===== config.mk =====
export PLATFORM = sky130hd
export DESIGN_NAME = tlb_lru_fully_associative
export DESIGN_NICKNAME = d
export VERILOG_FILES = /design/src/sv/tlb_lru_pkg.sv /design/src/sv/tlb_lru_fully_associative.sv
export VERILOG_INCLUDE_DIRS = /design/src /design/src/sv
export SDC_FILE = /design/constraint.sdc
export NUM_CORES = 2
export LEC_CHECK = 0
export ABC_CLOCK_PERIOD_IN_PS = 22200
export BUFFER_PORTS_ARGS = -buffer_cell sky130_fd_sc_hd__buf_2
export CAP_MARGIN = 20
export CORE_ASPECT_RATIO = 1.2
export CORE_UTILIZATION = 26
export CTS_CLUSTER_DIAMETER = 50
export CTS_CLUSTER_SIZE = 40
export DETAILED_ROUTE_END_ITERATION = 10
export PLACE_DENSITY = 0.49
export SKIP_LAST_GASP = 1
export SLEW_MARGIN = 20
export SYNTH_ARGS = -nofsm -noshare
export SYNTH_HDL_FRONTEND = slang
export SYNTH_SLANG_ARGS = --single-unit

===== constraint.sdc =====
create_clock -name clk -period 22.2 [get_ports clk]
set_input_delay 0 -clock clk [delete_from_list [all_inputs] [get_ports clk]]
set_output_delay 0 -clock clk [all_outputs]
set_load 0.02 [all_outputs]

===== src/sv/tlb_lru_fully_associative_defines.svh =====
// ----------------------------------------------------------------------------
// TLB assertion macros
// Concurrent assertion shorthands clocked on clk, disabled in reset.
// ----------------------------------------------------------------------------
`ifndef TLB_LRU_FULLY_ASSOCIATIVE_DEFINES_SVH
`define TLB_LRU_FULLY_ASSOCIATIVE_DEFINES_SVH

// same-cycle implication
`define TLB_ASSERT_IMPLY(label, ante, cons, msg) \
  label: assert property (@(posedge clk) disable iff (!rst_n) (ante) |-> (cons)) \
    else $error(msg);

// next-cycle implication
`define TLB_ASSERT_NEXT(label, ante, cons, msg) \
  label: assert property (@(posedge clk) disable iff (!rst_n) (ante) |=> (cons)) \
    else $error(msg);

`endif


===== src/sv/tlb_lru_pkg.sv =====
// ----------------------------------------------------------------------------
// TLB package
// Action codes, default geometry and fixed widths of the translation buffer.
// ----------------------------------------------------------------------------
package tlb_lru_pkg;

  localparam int ENTRIES_DEF      = 16;
  localparam int PROCESS_BITS_DEF = 7;
  localparam int PAGE_BITS_DEF    = 10;
  localparam int FRAME_BITS_DEF   = 10;

  localparam int ACTION_BITS = 3;
  localparam int CFG_BITS    = 5;
  localparam int STAMP_BITS  = 32;

  localparam logic [CFG_BITS-1:0] COUNT_RESET = CFG_BITS'(16);

  typedef enum logic [ACTION_BITS-1:0] {
    ACT_LOOKUP     = 3'd0,
    ACT_FILL       = 3'd1,
    ACT_FLUSH_PROC = 3'd2,
    ACT_INVAL_PAGE = 3'd3,
    ACT_FLUSH_ALL  = 3'd4
  } action_t;

endpackage


===== src/sv/tlb_lru_fully_associative.sv =====
// ----------------------------------------------------------------------------
// Fully associative TLB with LRU replacement
// Lookup, fill and invalidation keyed by process id and page number.
// ----------------------------------------------------------------------------
// Usage:
//   Input: raise start with in_action and tag fields; the transaction is taken
//   at the clock edge where start is high and busy is low. busy stays low, so
//   a transaction may be issued every cycle.
//   Output: each transaction yields one result, shown for exactly one cycle
//   with out_valid high, after the input register and then the result
//   register. The receiver cannot stall; results must be taken as shown.
//   Throughput: one transaction per cycle. The path that sets it is the
//   parallel tag compare plus the log2(ENTRIES)-level stamp minimum tree that
//   picks the replacement victim, between the input and result registers.
//   Config: cfg_write_en with cfg_entries_in_use sets the slot count and
//   clears every valid bit; write only while no transaction is in flight.
//   A count of zero disables the buffer.
//   Reset: synchronous, active low; clears valid bits and the use counter,
//   sets the slot count to 16. No clearing pass is needed.
// ----------------------------------------------------------------------------
`include "tlb_lru_fully_associative_defines.svh"

module tlb_lru_fully_associative
  import tlb_lru_pkg::*;
#(
  parameter int ENTRIES      = ENTRIES_DEF,
  parameter int PROCESS_BITS = PROCESS_BITS_DEF,
  parameter int PAGE_BITS    = PAGE_BITS_DEF,
  parameter int FRAME_BITS   = FRAME_BITS_DEF,
  localparam int SLOT_BITS   = (ENTRIES > 1) ? $clog2(ENTRIES) : 1
) (
  input  logic                    clk,
  input  logic                    rst_n,
  input  logic                    start,
  output logic                    busy,
  input  logic [ACTION_BITS-1:0]  in_action,
  input  logic [PROCESS_BITS-1:0] in_process_id,
  input  logic [PAGE_BITS-1:0]    in_page_number,
  input  logic [FRAME_BITS-1:0]   in_frame_number,
  output logic                    out_valid,
  output logic                    out_hit,
  output logic [FRAME_BITS-1:0]   out_frame,
  output logic [SLOT_BITS-1:0]    out_slot,
  output logic                    out_evicted,
  input  logic                    cfg_write_en,
  input  logic [CFG_BITS-1:0]     cfg_entries_in_use
);

  localparam int LEAVES = 1 << $clog2(ENTRIES);

  logic                    req_valid_r;
  action_t                 req_action_r;
  logic [PROCESS_BITS-1:0] req_process_r;
  logic [PAGE_BITS-1:0]    req_page_r;
  logic [FRAME_BITS-1:0]   req_frame_r;

  logic [ENTRIES-1:0]      valid_r;
  logic [ENTRIES-1:0]      valid_nxt;
  logic [PROCESS_BITS-1:0] proc_r  [ENTRIES];
  logic [PAGE_BITS-1:0]    page_r  [ENTRIES];
  logic [FRAME_BITS-1:0]   frame_r [ENTRIES];
  logic [STAMP_BITS-1:0]   stamp_r [ENTRIES];
  logic [STAMP_BITS-1:0]   counter_r;
  logic [CFG_BITS-1:0]     count_r;

  logic                    out_valid_r;
  logic                    out_hit_r;
  logic [FRAME_BITS-1:0]   out_frame_r;
  logic [SLOT_BITS-1:0]    out_slot_r;
  logic                    out_evicted_r;

  logic [ENTRIES-1:0]      in_use;
  logic [ENTRIES-1:0]      tag_hit;
  logic [ENTRIES-1:0]      proc_hit;
  logic [ENTRIES-1:0]      free_vec;
  logic [SLOT_BITS-1:0]    match_idx;
  logic [SLOT_BITS-1:0]    free_idx;

  logic                    node_en    [1:2*LEAVES-1];
  logic [STAMP_BITS-1:0]   node_stamp [1:2*LEAVES-1];
  logic [SLOT_BITS-1:0]    node_idx   [1:2*LEAVES-1];
  logic                    take_right [1:2*LEAVES-1];

  logic                    enabled;
  logic                    any_match;
  logic                    any_free;
  logic                    lookup_hit;
  logic                    fill_do;
  logic [SLOT_BITS-1:0]    fill_idx;

  assign busy = 1'b0;

  // tag compare and slot selection
  always_comb begin
    in_use    = '0;
    tag_hit   = '0;
    proc_hit  = '0;
    free_vec  = '0;
    match_idx = '0;
    free_idx  = '0;
    for (int i = 0; i < ENTRIES; i++) begin
      in_use[i]   = int'(count_r) > i;
      proc_hit[i] = valid_r[i] && in_use[i] && (proc_r[i] == req_process_r);
      tag_hit[i]  = proc_hit[i] && (page_r[i] == req_page_r);
      free_vec[i] = !valid_r[i] && in_use[i];
    end
    for (int i = ENTRIES - 1; i >= 0; i--) begin
      if (tag_hit[i]) begin
        match_idx = SLOT_BITS'(i);
      end
      if (free_vec[i]) begin
        free_idx = SLOT_BITS'(i);
      end
    end
  end

  // LRU victim: smallest stamp, highest index on ties
  always_comb begin
    for (int i = 0; i < LEAVES; i++) begin
      node_en[LEAVES+i]    = 1'b0;
      node_stamp[LEAVES+i] = '0;
      node_idx[LEAVES+i]   = SLOT_BITS'(i);
      take_right[LEAVES+i] = 1'b0;
      if (i < ENTRIES) begin
        node_en[LEAVES+i]    = in_use[i];
        node_stamp[LEAVES+i] = stamp_r[i];
      end
    end
    for (int k = LEAVES - 1; k >= 1; k--) begin
      take_right[k] = node_en[2*k+1] &&
                      (!node_en[2*k] || (node_stamp[2*k+1] <= node_stamp[2*k]));
      node_en[k]    = node_en[2*k] || node_en[2*k+1];
      node_stamp[k] = take_right[k] ? node_stamp[2*k+1] : node_stamp[2*k];
      node_idx[k]   = take_right[k] ? node_idx[2*k+1] : node_idx[2*k];
    end
  end

  assign enabled    = (count_r != '0);
  assign any_match  = |tag_hit;
  assign any_free   = |free_vec;
  assign lookup_hit = req_valid_r && (req_action_r == ACT_LOOKUP) && any_match;
  assign fill_do    = req_valid_r && (req_action_r == ACT_FILL) && enabled;
  assign fill_idx   = any_free ? free_idx : node_idx[1];

  always_comb begin
    valid_nxt = valid_r;
    if (req_valid_r) begin
      case (req_action_r)
        ACT_LOOKUP: begin
          valid_nxt = valid_r;
        end
        ACT_FILL: begin
          if (enabled) begin
            valid_nxt[fill_idx] = 1'b1;
          end
        end
        ACT_FLUSH_PROC: begin
          valid_nxt = valid_r & ~proc_hit;
        end
        ACT_INVAL_PAGE: begin
          valid_nxt = valid_r & ~tag_hit;
        end
        ACT_FLUSH_ALL: begin
          if (enabled) begin
            valid_nxt = '0;
          end
        end
        default: begin
          valid_nxt = valid_r;
        end
      endcase
    end
  end

  // control state
  always_ff @(posedge clk) begin
    if (!rst_n) begin
      req_valid_r <= 1'b0;
      out_valid_r <= 1'b0;
      valid_r     <= '0;
      counter_r   <= '0;
      count_r     <= COUNT_RESET;
    end else begin
      req_valid_r <= start && !busy;
      out_valid_r <= req_valid_r;
      if (cfg_write_en) begin
        count_r <= cfg_entries_in_use;
        valid_r <= '0;
      end else begin
        valid_r <= valid_nxt;
      end
      if (lookup_hit || fill_do) begin
        counter_r <= counter_r + STAMP_BITS'(1);
      end
    end
  end

  // transaction payload and results
  always_ff @(posedge clk) begin
    if (start && !busy) begin
      req_action_r  <= action_t'(in_action);
      req_process_r <= in_process_id;
      req_page_r    <= in_page_number;
      req_frame_r   <= in_frame_number;
    end
    out_hit_r     <= lookup_hit;
    out_frame_r   <= lookup_hit ? frame_r[match_idx] : '0;
    out_slot_r    <= lookup_hit ? match_idx : (fill_do ? fill_idx : '0);
    out_evicted_r <= fill_do && !any_free;
  end

  // entry storage
  always_ff @(posedge clk) begin
    if (fill_do) begin
      proc_r[fill_idx]  <= req_process_r;
      page_r[fill_idx]  <= req_page_r;
      frame_r[fill_idx] <= req_frame_r;
      stamp_r[fill_idx] <= counter_r;
    end else if (lookup_hit) begin
      stamp_r[match_idx] <= counter_r;
    end
  end

  assign out_valid   = out_valid_r;
  assign out_hit     = out_hit_r;
  assign out_frame   = out_frame_r;
  assign out_slot    = out_slot_r;
  assign out_evicted = out_evicted_r;

  `TLB_ASSERT_NEXT(a_result_follows, req_valid_r, out_valid, "accepted transaction gave no result")
  `TLB_ASSERT_IMPLY(a_result_has_cause, out_valid, $past(req_valid_r), "result without transaction")
  `TLB_ASSERT_IMPLY(a_hit_no_evict, out_valid && out_hit, !out_evicted, "hit reported eviction")
  `TLB_ASSERT_IMPLY(a_counter_moves, counter_r != $past(counter_r), out_valid, "counter moved while idle")

endmodule

==> results.rst <==
.. list-table::
   :header-rows: 1

   * - Metric
     - Value
   * - Fraction of power consumed by the clock network
     - 0.461
   * - Clock transition time at the flip-flop clock pins of the worst setup and hold paths
     - 70 ps
   * - Wire per inst
     - 21.2 um
   * - Count of nets after finishing
     - 5,237
   * - Post-Synthesis Cell Area
     - 54,800 sq um
   * - Leakage
     - 0.0232 uW
   * - Die height
     - 505 um
   * - Die Area
     - 212,000 sq um
   * - Netlist cell types
     - 77
   * - Crit path arrival time
     - 15,410 ps
   * - Part of the cycle the worst path needs
     - 0.678
   * - Worst-case clock buffer depth
     - 3
   * - Antenna violations before repair
     - 5
   * - Unrepaired setup endpoints after global routing
     - false
   * - Reg2reg setup slack
     - 7150 ps
   * - Final number of setup-violating endpoints
     - 0
   * - Starting density of the core
     - 0.262
   * - Portion of netlist area occupied by mux cells
     - 0.0538
   * - Total routing usage reported by global routing
     - 0.149
   * - Compound-cell area share of the yosys netlist
     - 0.105
   * - Overall power after layout
     - 4830 uW
   * - Critical path fanouts, max
     - 34
   * - Kind of cell adding the most delay to the critical path
     - compound AO/OA/AOI/OAI gates
   * - EDFF count, synth
     - 974
   * - Max-Cap Viols
     - 0
   * - Count of synthesis-stage warnings from yosys
     - 0
   * - Worst r2r path cells
     - 38
   * - Arithmetic-cell share of the synthesized area counting full adders, half adders and majority gates
     - 0.110
   * - P&R area growth vs syn
     - 17.8%
   * - Mapped Nets
     - 5,023
   * - Internal cell power
     - 3620 uW
   * - Worst min-delay path class
     - input pin to flop
   * - Most frequent cells in the layout
     - 974 x sky130_fd_sc_hd__edfxtp_1, 481 x sky130_fd_sc_hd__ha_1, 372 x sky130_fd_sc_hd__inv_1
   * - Core ar.
     - 209,000 sq um
   * - Gate power share
     - 0.092
   * - Number of global-route vias before repair
     - 35,776
   * - Part of the total power dissipated in sequential elements
     - 0.447
   * - Final GP Congestion
     - 0.895
   * - Worst setup slack after layout
     - 7150 ps
   * - Vias per cell
     - 4.74
   * - Fmax
     - 66.5 MHz
   * - Cell type with the highest occurrence count on the critical path
     - sky130_fd_sc_hd__ha_1
   * - Count of nets left with antenna violations after detail routing
     - 0
   * - Number of hold-slack violations in the final timing report
     - 0
   * - Total negative slack
     - 0 ps
   * - Count of state elements after synthesis
     - 1,045
   * - Die Width
     - 421 um
   * - Final Max Tran Viols
     - 0
   * - Status
     - completed
   * - Ratio of total power to cell area
     - 75.0 nW/um^2
   * - H-tree depth
     - 4
   * - Wire length of the first global-routing pass
     - 236 mm
   * - Final Cell Area
     - 64,500 sq um
   * - Fraction of the yosys area taken by sequential cells
     - 0.560
   * - Critical path class
     - flop to flop
   * - Setup fix buffers added after clock tree synthesis
     - 0
   * - Port Buffers
     - 55
   * - Total Routed Length
     - 161 mm
   * - Hold Path Depth
     - 4
   * - Worst Path Buf+Inv
     - 4
   * - Pin count of the biggest net entering global routing
     - 66
   * - Average instance area after synthesis
     - 12.2 sq um
   * - Rel. slew slack
     - 0.238
   * - Post-synthesis simple-gate area fraction
     - 0.0863
   * - GRT overflow
     - 0
   * - Worst slew pin tran
     - 1130 ps
   * - Synth Flop Type
     - sky130_fd_sc_hd__edfxtp_1
   * - FFs w/ async S/R, synth
     - 0
   * - Switching Power
     - 1210 uW
   * - Worst stage delay on the critical path
     - 960 ps
   * - Detailed placer's ending HPWL
     - 113 mm
   * - Nature of the critical path startpoint
     - flop
   * - Slowest library cell on the worst path
     - sky130_fd_sc_hd__nor2b_4
   * - First-iteration detailed-routing DRC count
     - 2,487
   * - Commonest non-fill, non-tap cell in the layout
     - sky130_fd_sc_hd__edfxtp_1
   * - Root Driver
     - sky130_fd_sc_hd__clkbuf_16
   * - Req. time, crit path
     - 22,560 ps
   * - XOR/XNOR share of the synthesized area
     - 0.0470
   * - Via total after detailed routing
     - 36,137
   * - Number of placed I/O pins
     - 57
   * - Cells after synthesis
     - 4,503
   * - Post-placement worst setup slack
     - 7100 ps
   * - Maximum ir drop on the vdd rail
     - 0.0000780 V
   * - Element type at the critical path end
     - flop
   * - Clock Skew
     - 51.6 ps
   * - Site Rows
     - 184
   * - Minimum clock period
     - 15,050 ps
   * - Post-detailed-route DRC marker count
     - 0
   * - Sink count of the clock tree
     - 1,045
   * - Dominant combinational cell family by area after synthesis
     - adder cells
   * - Fraction of layout cells with a size suffix above 1
     - 0.117
   * - DRT Pass-1 Iters
     - 5
   * - Stages on worst setup path
     - 38
   * - Clock tree from TritonCTS
     - yes
   * - Number of buffers created by CTS
     - 133
   * - Area after DPL
     - 59,100 sq um
   * - Clk_lat worst skew
     - 780 ps
   * - Switching Fraction
     - 0.251
==> cells in the mapped netlist, drive strengths merged (62+ instances only) <==
master / count / area, sq um
mux2i: 221 / 2210
clkbuf: 97 / 364
nor2: 256 / 961
ha: 481 / 6020
edfxtp: 974 / 29200
nand2: 219 / 822
nand4: 129 / 807
nand3: 73 / 365
xor2: 111 / 972
a21oi: 328 / 1640
o21ai: 194 / 975
buf: 62 / 308
xnor2: 183 / 1600
mux2: 65 / 732
inv: 373 / 1400
dfxtp: 71 / 1420
==> through the flow <==
stage               hold slack [ps]  std cells   util
global placement                177       7286  0.282
detailed placement              178       7290  0.282
finish                          453       7618  0.308
global route                    447       7616  0.308
CTS                             402       7612  0.308
floorplan                      98.9       4503      -
==> what timing repair did <==
action,4_1_cts,5_1_grt
resized for setup,0,0
hold buffers,78,0
endpoints found under the hold margin,104,0
==> kinds of logic (layout without fill, tap and decap cells) <==
kind of cell	Yosys count	count (layout)
buffers and inverters	532	855
DFF	1045	1045
other	1	3
adders and majority gates	481	481
AOI/OAI and AO/OA	910	910
muxes	286	286
xor gates and xnor gates	294	294
and+or+nand+nor	954	954
==> flip-flops by register name, indices dropped and copies added, names as in the netlist, 5 cells and up <==
name	cells
counter_r	32
out_frame	10
count_r	5
proc_r	112
req_page_r	10
page_r	160
req_process_r	7
stamp_r	512
req_frame_r	10
valid_r	16
frame_r	160
==> tightest hold or removal path: stages <==
cell and delay (ps):
sky130_fd_sc_hd__dlygate4sd3_1 530, sky130_fd_sc_hd__buf_2 120, sky130_fd_sc_hd__buf_4 280, sky130_fd_sc_hd__and2_1 220
==> worst paths after layout <==
kind | start | to
worst max-delay path | stamp_r[15][23] | stamp_r[4][27]
worst min register to register | valid_r[6] | valid_r[6]
worst max register to register | stamp_r[15][23] | stamp_r[4][27]
worst min-delay path | rst_n | req_valid_r
==> cell type report <==
class,count,area [sq um]
fillers,20866,145000
flip-flops and latches,1045,30700
multi-input cells,2926,22400
well taps,2790,3490
clock buffers,151,3470
repair buffers,238,1970
inverters,373,1400
clock inverters,93,1070
diodes,2,5.00
==> layer usage <==
metal,GRT usage,up-vias,routed length (um)
li1,-,17335,-
met4,0.0437,0,4180
met1,0.189,17790,70500
met5,0,-,0
met3,0.0202,220,6190
met2,0.261,792,80400
==> power by group through the flow <==
stage	registers, uW	clock network [uW]	logic, uW
floorplan	2200	0	289
global placement	2200	0	428
detailed placement	2200	0	433
CTS	2160	2280	445
global route	2160	2360	489
finish	2160	2230	446
(Power assumes the default switching activity.)
